File: src/rtl/assert_macros.svh
// Assertion macros used by insertion_sort_engine, the top RTL file of the insertion sort engine.
// Defining NO_ASSERTIONS turns every macro into an empty body.
`ifndef ASSERT_MACROS_SVH
`define ASSERT_MACROS_SVH
`ifndef NO_ASSERTIONS
`define ASSERT_RST(lbl, clk, rst_n, prop, msg) \
    lbl: assert property (@(posedge clk) disable iff (!rst_n) prop) else $error(msg);
`define ASSERT_ALWAYS(lbl, clk, prop, msg) \
    lbl: assert property (@(posedge clk) prop) else $error(msg);
`else
`define ASSERT_RST(lbl, clk, rst_n, prop, msg)
`define ASSERT_ALWAYS(lbl, clk, prop, msg)
`endif
`endif

File: src/rtl/ise_pkg.sv
// Package of the insertion sort engine: default sizes and the cell control struct.
// Used by ise_cell and insertion_sort_engine.
package ise_pkg;

    localparam int unsigned MaxItemsDefault   = 16;
    localparam int unsigned ValueWidthDefault = 32;

    typedef struct packed {
        logic insert_en;
        logic drain_en;
    } t_cell_ctrl;

endpackage

File: src/rtl/ise_cell.sv
// One cell of the insertion chain: holds one sorted entry and its valid bit.
// Depends on ise_pkg for the control struct.
module ise_cell
    import ise_pkg::*;
#(
    parameter int unsigned VALUE_WIDTH = ValueWidthDefault
) (
    input  logic                          i_clk,
    input  logic                          i_rst_n,
    input  t_cell_ctrl                    i_ctrl,
    input  logic signed [VALUE_WIDTH-1:0] i_value,
    input  logic                          i_prev_valid,
    input  logic                          i_prev_greater,
    input  logic signed [VALUE_WIDTH-1:0] i_prev_value,
    input  logic                          i_next_valid,
    input  logic signed [VALUE_WIDTH-1:0] i_next_value,
    output logic                          o_valid,
    output logic                          o_greater,
    output logic signed [VALUE_WIDTH-1:0] o_value
);

    logic                          r_valid;
    logic                          n_valid;
    logic signed [VALUE_WIDTH-1:0] r_value;
    logic signed [VALUE_WIDTH-1:0] n_value;
    logic                          w_insert_here;

    assign o_greater     = r_valid && (r_value > i_value);
    assign w_insert_here = (!r_valid || o_greater) && i_prev_valid && !i_prev_greater;

    always_comb begin
        n_valid = r_valid;
        n_value = r_value;
        if (i_ctrl.drain_en) begin
            n_valid = i_next_valid;
            n_value = i_next_value;
        end else if (i_ctrl.insert_en) begin
            if (i_prev_greater) begin
                n_valid = 1'b1;
                n_value = i_prev_value;
            end else if (w_insert_here) begin
                n_valid = 1'b1;
                n_value = i_value;
            end
        end
    end

    always_ff @(posedge i_clk) begin
        if (!i_rst_n) begin
            r_valid <= 1'b0;
        end else begin
            r_valid <= n_valid;
        end
    end

    always_ff @(posedge i_clk) begin
        r_value <= n_value;
    end

    assign o_valid = r_valid;
    assign o_value = r_value;

endmodule

File: src/rtl/insertion_sort_engine.sv
// Insertion sort engine: a chain of MAX_ITEMS cells, one input transfer per cycle while filling.
// The transfer marked last starts a drain: results follow from the next cycle, one per cycle
// unless stalled, one for each stored entry; input is stalled until the final result moves.
// Synchronous active-low reset clears every valid bit and the overflow flag; no clearing pass.
// Depends on ise_pkg, ise_cell and assert_macros.svh.
`include "assert_macros.svh"
module insertion_sort_engine
    import ise_pkg::*;
#(
    parameter int unsigned MAX_ITEMS   = MaxItemsDefault,
    parameter int unsigned VALUE_WIDTH = ValueWidthDefault
) (
    input  logic                          i_clk,
    input  logic                          i_rst_n,
    input  logic                          i_valid,
    output logic                          o_stall,
    input  logic signed [VALUE_WIDTH-1:0] i_value,
    input  logic                          i_last,
    output logic                          o_valid,
    input  logic                          i_stall,
    output logic signed [VALUE_WIDTH-1:0] o_sorted_value,
    output logic                          o_run_end,
    output logic                          o_overflow
);

    logic                          r_drain;
    logic                          n_drain;
    logic                          r_flag;
    logic                          n_flag;
    logic                          w_in_xfer;
    logic                          w_full;
    t_cell_ctrl                    w_ctrl;
    logic [MAX_ITEMS-1:0]          w_valid;
    logic [MAX_ITEMS-1:0]          w_greater;
    logic signed [VALUE_WIDTH-1:0] w_cell_value [MAX_ITEMS];

    assign w_full           = w_valid[MAX_ITEMS-1];
    assign w_in_xfer        = i_valid && !o_stall;
    assign w_ctrl.insert_en = w_in_xfer && !w_full;
    assign w_ctrl.drain_en  = o_valid && !i_stall;

    for (genvar g = 0; g < MAX_ITEMS; g++) begin : g_cell
        logic                          w_prev_valid;
        logic                          w_prev_greater;
        logic signed [VALUE_WIDTH-1:0] w_prev_value;
        logic                          w_next_valid;
        logic signed [VALUE_WIDTH-1:0] w_next_value;

        if (g == 0) begin : g_first
            assign w_prev_valid   = 1'b1;
            assign w_prev_greater = 1'b0;
            assign w_prev_value   = i_value;
        end else begin : g_inner
            assign w_prev_valid   = w_valid[g-1];
            assign w_prev_greater = w_greater[g-1];
            assign w_prev_value   = w_cell_value[g-1];
        end

        if (g == MAX_ITEMS - 1) begin : g_top
            assign w_next_valid = 1'b0;
            assign w_next_value = w_cell_value[g];
        end else begin : g_below
            assign w_next_valid = w_valid[g+1];
            assign w_next_value = w_cell_value[g+1];
        end

        ise_cell #(
            .VALUE_WIDTH(VALUE_WIDTH)
        ) u_cell (
            .i_clk         (i_clk),
            .i_rst_n       (i_rst_n),
            .i_ctrl        (w_ctrl),
            .i_value       (i_value),
            .i_prev_valid  (w_prev_valid),
            .i_prev_greater(w_prev_greater),
            .i_prev_value  (w_prev_value),
            .i_next_valid  (w_next_valid),
            .i_next_value  (w_next_value),
            .o_valid       (w_valid[g]),
            .o_greater     (w_greater[g]),
            .o_value       (w_cell_value[g])
        );
    end

    always_comb begin
        n_drain = r_drain;
        n_flag  = r_flag;
        if (w_ctrl.drain_en && !w_valid[1]) begin
            n_drain = 1'b0;
            n_flag  = 1'b0;
        end else if (w_in_xfer) begin
            if (w_full) begin
                n_flag = 1'b1;
            end
            if (i_last) begin
                n_drain = 1'b1;
            end
        end
    end

    always_ff @(posedge i_clk) begin
        if (!i_rst_n) begin
            r_drain <= 1'b0;
            r_flag  <= 1'b0;
        end else begin
            r_drain <= n_drain;
            r_flag  <= n_flag;
        end
    end

    assign o_stall        = r_drain;
    assign o_valid        = r_drain && w_valid[0];
    assign o_sorted_value = w_cell_value[0];
    assign o_run_end      = !w_valid[1];
    assign o_overflow     = r_flag;

    `ASSERT_RST(a_valid_packed, i_clk, i_rst_n, (w_valid & (w_valid + 1'b1)) == '0, "Valid cells are not contiguous from the bottom.")
    `ASSERT_RST(a_last_starts_run, i_clk, i_rst_n, w_in_xfer && i_last |=> o_valid, "No result follows the last input transfer.")
    `ASSERT_RST(a_run_continues, i_clk, i_rst_n, o_valid && !i_stall && !o_run_end |=> o_valid, "Sorted run stopped before its end.")
    `ASSERT_RST(a_run_stops, i_clk, i_rst_n, o_valid && !i_stall && o_run_end |=> !o_valid && !o_overflow, "Results continue after the end of the run.")
    `ASSERT_ALWAYS(a_reset_idle, i_clk, !i_rst_n |=> !o_valid && !o_stall, "Block is not idle after reset.")

endmodule
File: config.mk
export PLATFORM = sky130hd
export DESIGN_NAME = insertion_sort_engine
export DESIGN_NICKNAME = d
export VERILOG_FILES = /design/src/rtl/ise_pkg.sv /design/src/rtl/ise_cell.sv /design/src/rtl/insertion_sort_engine.sv
export VERILOG_INCLUDE_DIRS = /design/src /design/src/rtl
export SDC_FILE = /design/constraint.sdc
export NUM_CORES = 2
export LEC_CHECK = 0
export ABC_AREA = 0
export BUFFER_PORTS_ARGS = -buffer_cell sky130_fd_sc_hd__buf_2
export CELL_PAD_IN_SITES_DETAIL_PLACEMENT = 0
export CELL_PAD_IN_SITES_GLOBAL_PLACEMENT = 2
export CORE_ASPECT_RATIO = 0.7
export CORE_MARGIN = 2
export CORE_UTILIZATION = 42
export CTS_BUF_LIST = sky130_fd_sc_hd__clkbuf_8
export CTS_CLUSTER_DIAMETER = 40
export CTS_CLUSTER_SIZE = 8
export DETAILED_ROUTE_END_ITERATION = 12
export PLACE_DENSITY_LB_ADDON = 0.3
export SYNTH_ARGS = -nofsm -noshare
export SYNTH_HDL_FRONTEND = slang
export SYNTH_HIERARCHICAL = 1
export SYNTH_SLANG_ARGS = --single-unit
File: constraint.sdc
create_clock -name i_clk -period 7.3 [get_ports i_clk]
set_input_delay 0.73 -clock i_clk [delete_from_list [all_inputs] [get_ports i_clk]]
set_output_delay 0.73 -clock i_clk [all_outputs]
set_load 0.05 [all_outputs]
# Yosys cells after proc, flatten, opt, wreduce, memory -nomap -nowiden
# Index checks and enable logic that the tools add are counted.
# Widths: inputs -> output; s select.
# word_totals
reg_bits,530
in_bits,37
output_inout_bits,36
word_cells,312
# op_classes
magnitude_cmp,16
mux,122
n_bitwise,2
n_reduce_logical,138
# op_table
cell,n
$mux 32,61
$gt 32x32->1,16
$mux 1,61
$logic_and 1x1->1,51
$reduce_bool 3->1,14
$reduce_and 2->1,18
$logic_not 1->1,33
$logic_or 1x1->1,16
$reduce_bool 2->1,3
$reduce_or 2->1,2
$reduce_and 3->1,1
$not 1->1,2

# Longest topological paths before layout
# logic_depth
depth_word,9
depth_mapped,13
depth_no_buf,12

# Cells and area by module
# Netlist, hierarchy kept.
# by_module_without_submodules
mod,n_inst,cells_each,area_per_inst_um2,seq_area_each_um2
ise_cell,16,264,2541.2,980.9
insertion_sort_engine,1,14,113.9,40.0

# Worst setup path after synthesis
# OpenSTA, ideal clock, no wires.
# synth_path
path_kind,register -> register
start,register r_drain (netlist: o_stall)
end,"register g_cell[0].u_cell.r_value[0], enable pin"
setup_ns,0.441
t_arrival_ns,5.482
t_required_ns,6.859
path_slack_ns,1.377
path_stages_with_launch,8
n_path_buf,0
synth_period_minus_slack_ns,5.923
cell_sequence,dfxtp_1 nand2_1 nor2_1 nor2_1 and2_1 a31oi_1 o31ai_1 a31oi_1
# synth_rtl
element,line_no,source
start: declaration,insertion_sort_engine.sv:26,logic r_drain;
start signal: assignment,insertion_sort_engine.sv:106,r_drain <= n_drain;
end signal: assignment,ise_cell.sv:57,r_value <= n_value;
end: declaration,ise_cell.sv:24,logic signed [VALUE_WIDTH-1:0] r_value;

# Worst setup path in the final report
# layout_path
start,input i_value[15]
end,"register g_cell[4].u_cell.r_value[3], enable pin"
# layout_via
word_cells_on_any_way,10
cone_classes,order compare: 2; reduce/logical: 8
# layout_rtl
element,line_no,source
start: declaration,insertion_sort_engine.sv:17,"input logic signed [VALUE_WIDTH-1:0] i_value,"
$gt 32x32->1 (*),ise_cell.sv:28,assign o_greater = r_valid && (r_value > i_value);
$logic_and 1x1->1 (*),ise_cell.sv:28,
via g_cell[4].w_prev_greater,insertion_sort_engine.sv:44,logic w_prev_greater;
$logic_not 1->1,ise_cell.sv:29,assign w_insert_here = (!r_valid || o_greater) && i_prev_valid && !i_prev_greater;
$logic_and 1x1->1,ise_cell.sv:29,
$reduce_bool 3->1 (no line) (*),n/a,
$reduce_and 2->1 (no line) (*),n/a,
end signal: assignment,ise_cell.sv:57,
end: declaration,ise_cell.sv:24,
# The timed path passes the listed nets; every way through them passes the cells marked *.
# A chain may end at the register's enable or synchronous reset.

==> flow_summary.ini <==
[sta]
fin_crit_sh_pct = 69.72
fmax_mhz = 196.5
setup_viol = 0
final_max_slew_viol_count = 2
final.min_clock_period_ps = 5089
slew_headroom_pct = -5.065
skew_ps = 23.83
fin_setup_tns_ps = 0
rsz0062_at_grt = no
hold_viol = 0
worst_pin_slew_ps = 1536
worst_slack_ps = 2211

[placed_design]
dp_slack_ps = 1605
port_buffers = 72
place_hpwl_um = 84270
gp_congestion = 0.8104
dpl_cell_area_mm2 = 0.04306

[pwr]
p_sw_w = 0.002698
power_density_mw_per_mm2 = 199.9
pwr-share-clk_pct = 41.2
ir_worst_vdd_mv = 0.1240
comb_power_share_pct = 17.8
pwr-share-seq_pct = 41.0
p_int_w = 0.006414
power_leakage_nw = 17.64
power_w = 0.009112
p_sw_share_pct = 29.61

[floorplanning]
die-area_mm2 = 0.09958
fp-row-count = 95
core_area_mm2 = 0.09604
dieHeight_um = 264.6
fp.dieW_um = 376.3
ios = 73
initial_core_util_pct = 42.43

[clock_network]
cts_tree = done
htree_levels = 3
clockBufferDepth = 3
cts_setup_buffers = 0
root_buffer = clkbuf_8
path_clk_slew_ps = 60
numCtsBuffers = 107
clock_latency_ps = 760
post_cts_resized = 0
cts.sinks = 530
cts_hold_buf = 0

[synthesis]
netlist_instances = 4235
avgSynthCellArea_um2 = 9.623
ys_warn_count = 6
syn_area_mm2 = 0.04076

[layout]
drive_gt1_share_pct = 9.932
multiInputGateArea_mm2 = 0.02285
final_cell_area_mm2 = 0.04558
fin_util_pct = 47.46
filler_cell_count = 9261
regArea_mm2 = 0.01574
nNetsFinal = 4864
syn_to_final_growth_pct = 11.85

[drt]
wl_met3_um = 5908
wl_um = 113600
dr.max_layer_used = met4
drcViolationCount = 0
vias = 31769
routedWlPerCell_um = 20.07
ant_nets = 0
drtPass1Iterations = 6
met2WireLength_um = 43590
dr.first_iter.drc_count = 2884
wl_met1_um = 62700
post_drt_via_cell_ratio = 5.611

[worst_setup_path]
path_buf_inv = 3
crit_path_start_kind = input port
path_cells = buf_2 -> inv_1 -> ha_1 -> nand4_1 -> a2111oi_0 -> o31ai_2 -> a31oi_4 -> nor2_1 -> and2_1 -> a31oi_1 -> o31ai_1 -> a31oi_4 -> buf_4
cp-end-kind = flip-flop
slowest_delay_ps = 1200
path_class = in -> reg
r2r_start = g_cell[3].u_cell/o_value[15]
crit_fanout = 33
crit_path_frequent_cell = a31oi_4
reg2reg_depth = 11
slowest_stage = a2111oi_0
critPathRequiredTime_ps = 7690
rrSetupSlack_ps = 2330
crit_family = compound AO/OA/AOI/OAI gates
r2r_end = g_cell[4].u_cell/o_value[3]
critPathArrivalTime_ps = 5480

[grt]
grt_antenna_before_repair = 1
grt_use_total_pct = 22.74
overflow = 0
grt_first_pass_wirelength_um = 180300
first_global_vias = 30918
grt_max_degree = 234

[hold_path]
hp-start = i_last
hold_end = o_stall
hp-class = in -> reg
whs_path_depth = 3

[run_status]
violations = max-capacitance violations, max-slew violations
status = finished, violations left

[flow_run]
cap_violations = 1
==> how the worst max path moves through the flow <==
stage | startpoint | endpoint | cells after the start
after floorplan | o_stall | g_cell[0].u_cell/o_value[0] | 7
after global placement | i_value[14] | g_cell[4].u_cell/o_value[4] | 13
after detailed placement | i_value[14] | g_cell[4].u_cell/o_value[4] | 13
after CTS | i_value[14] | g_cell[4].u_cell/o_value[3] | 13
after global routing | i_value[14] | g_cell[4].u_cell/o_value[8] | 13
final | i_value[15] | g_cell[4].u_cell/o_value[3] | 13
==> layout make-up <==
class                           count  area share (%)
Antenna cell                        1        0.005490
Clock buffer                      111           3.351
Clock inverter                     83           2.177
Inverter                          514           4.233
Multi-Input combinational cell   3016           50.13
Sequential cell                   530           34.52
Tap cell                         1261           3.461
Timing Repair Buffer              146           2.119
==> worst min-delay path, cell delays in order <==
cell and delay, ps:
buf_2 80, a21o_1 100, o211a_1 130
==> power groups by stage <==
stage               registers [W]  clock network [W]  logic (W)
floorplan                 0.00381                  0    0.00103
global placement          0.00380                  0    0.00157
detailed placement        0.00380                  0    0.00160
CTS                       0.00374            0.00386    0.00161
global route              0.00376            0.00399    0.00182
finish                    0.00373            0.00376    0.00162
==> metal layers <==
layer	vias to the layer above	GRT usage [%]
li1	15699	-
met1	15299	38.39
met2	666	29.94
met3	105	3.192
met4	0	3.870
met5	-	0
==> cells in the final DEF (no fill, tap or decap), types with 47 or more instances in the layout <==
cell type	n
a21o_1	49
a21oi_1	144
buf_2	72
buf_4	70
clkbuf_8	111
edfxtp_1	512
ha_1	512
inv_1	528
mux2i_1	512
nand2_1	608
nand4_1	112
nor2_1	64
o211ai_1	47
o21a_1	48
o21ai_0	544
==> registers in the layout (all words and copies together) (netlist names) <==
register	count
g_cell.u_cell/o_value	512
g_cell.u_cell/o_valid	16
o_overflow	1
o_stall	1
==> per-stage QoR <==
| stage | instances | hold slack [ps] |
|---|---|---|
| floorplan | 4236 | 548.0 |
| global placement | 5467 | 507.5 |
| detailed placement | 5467 | 501.5 |
| CTS | 5661 | 220.7 |
| global route | 5662 | 253.1 |
| finish | 5662 | 301.2 |
No activity file was read; power rests on OpenSTA's default activity.
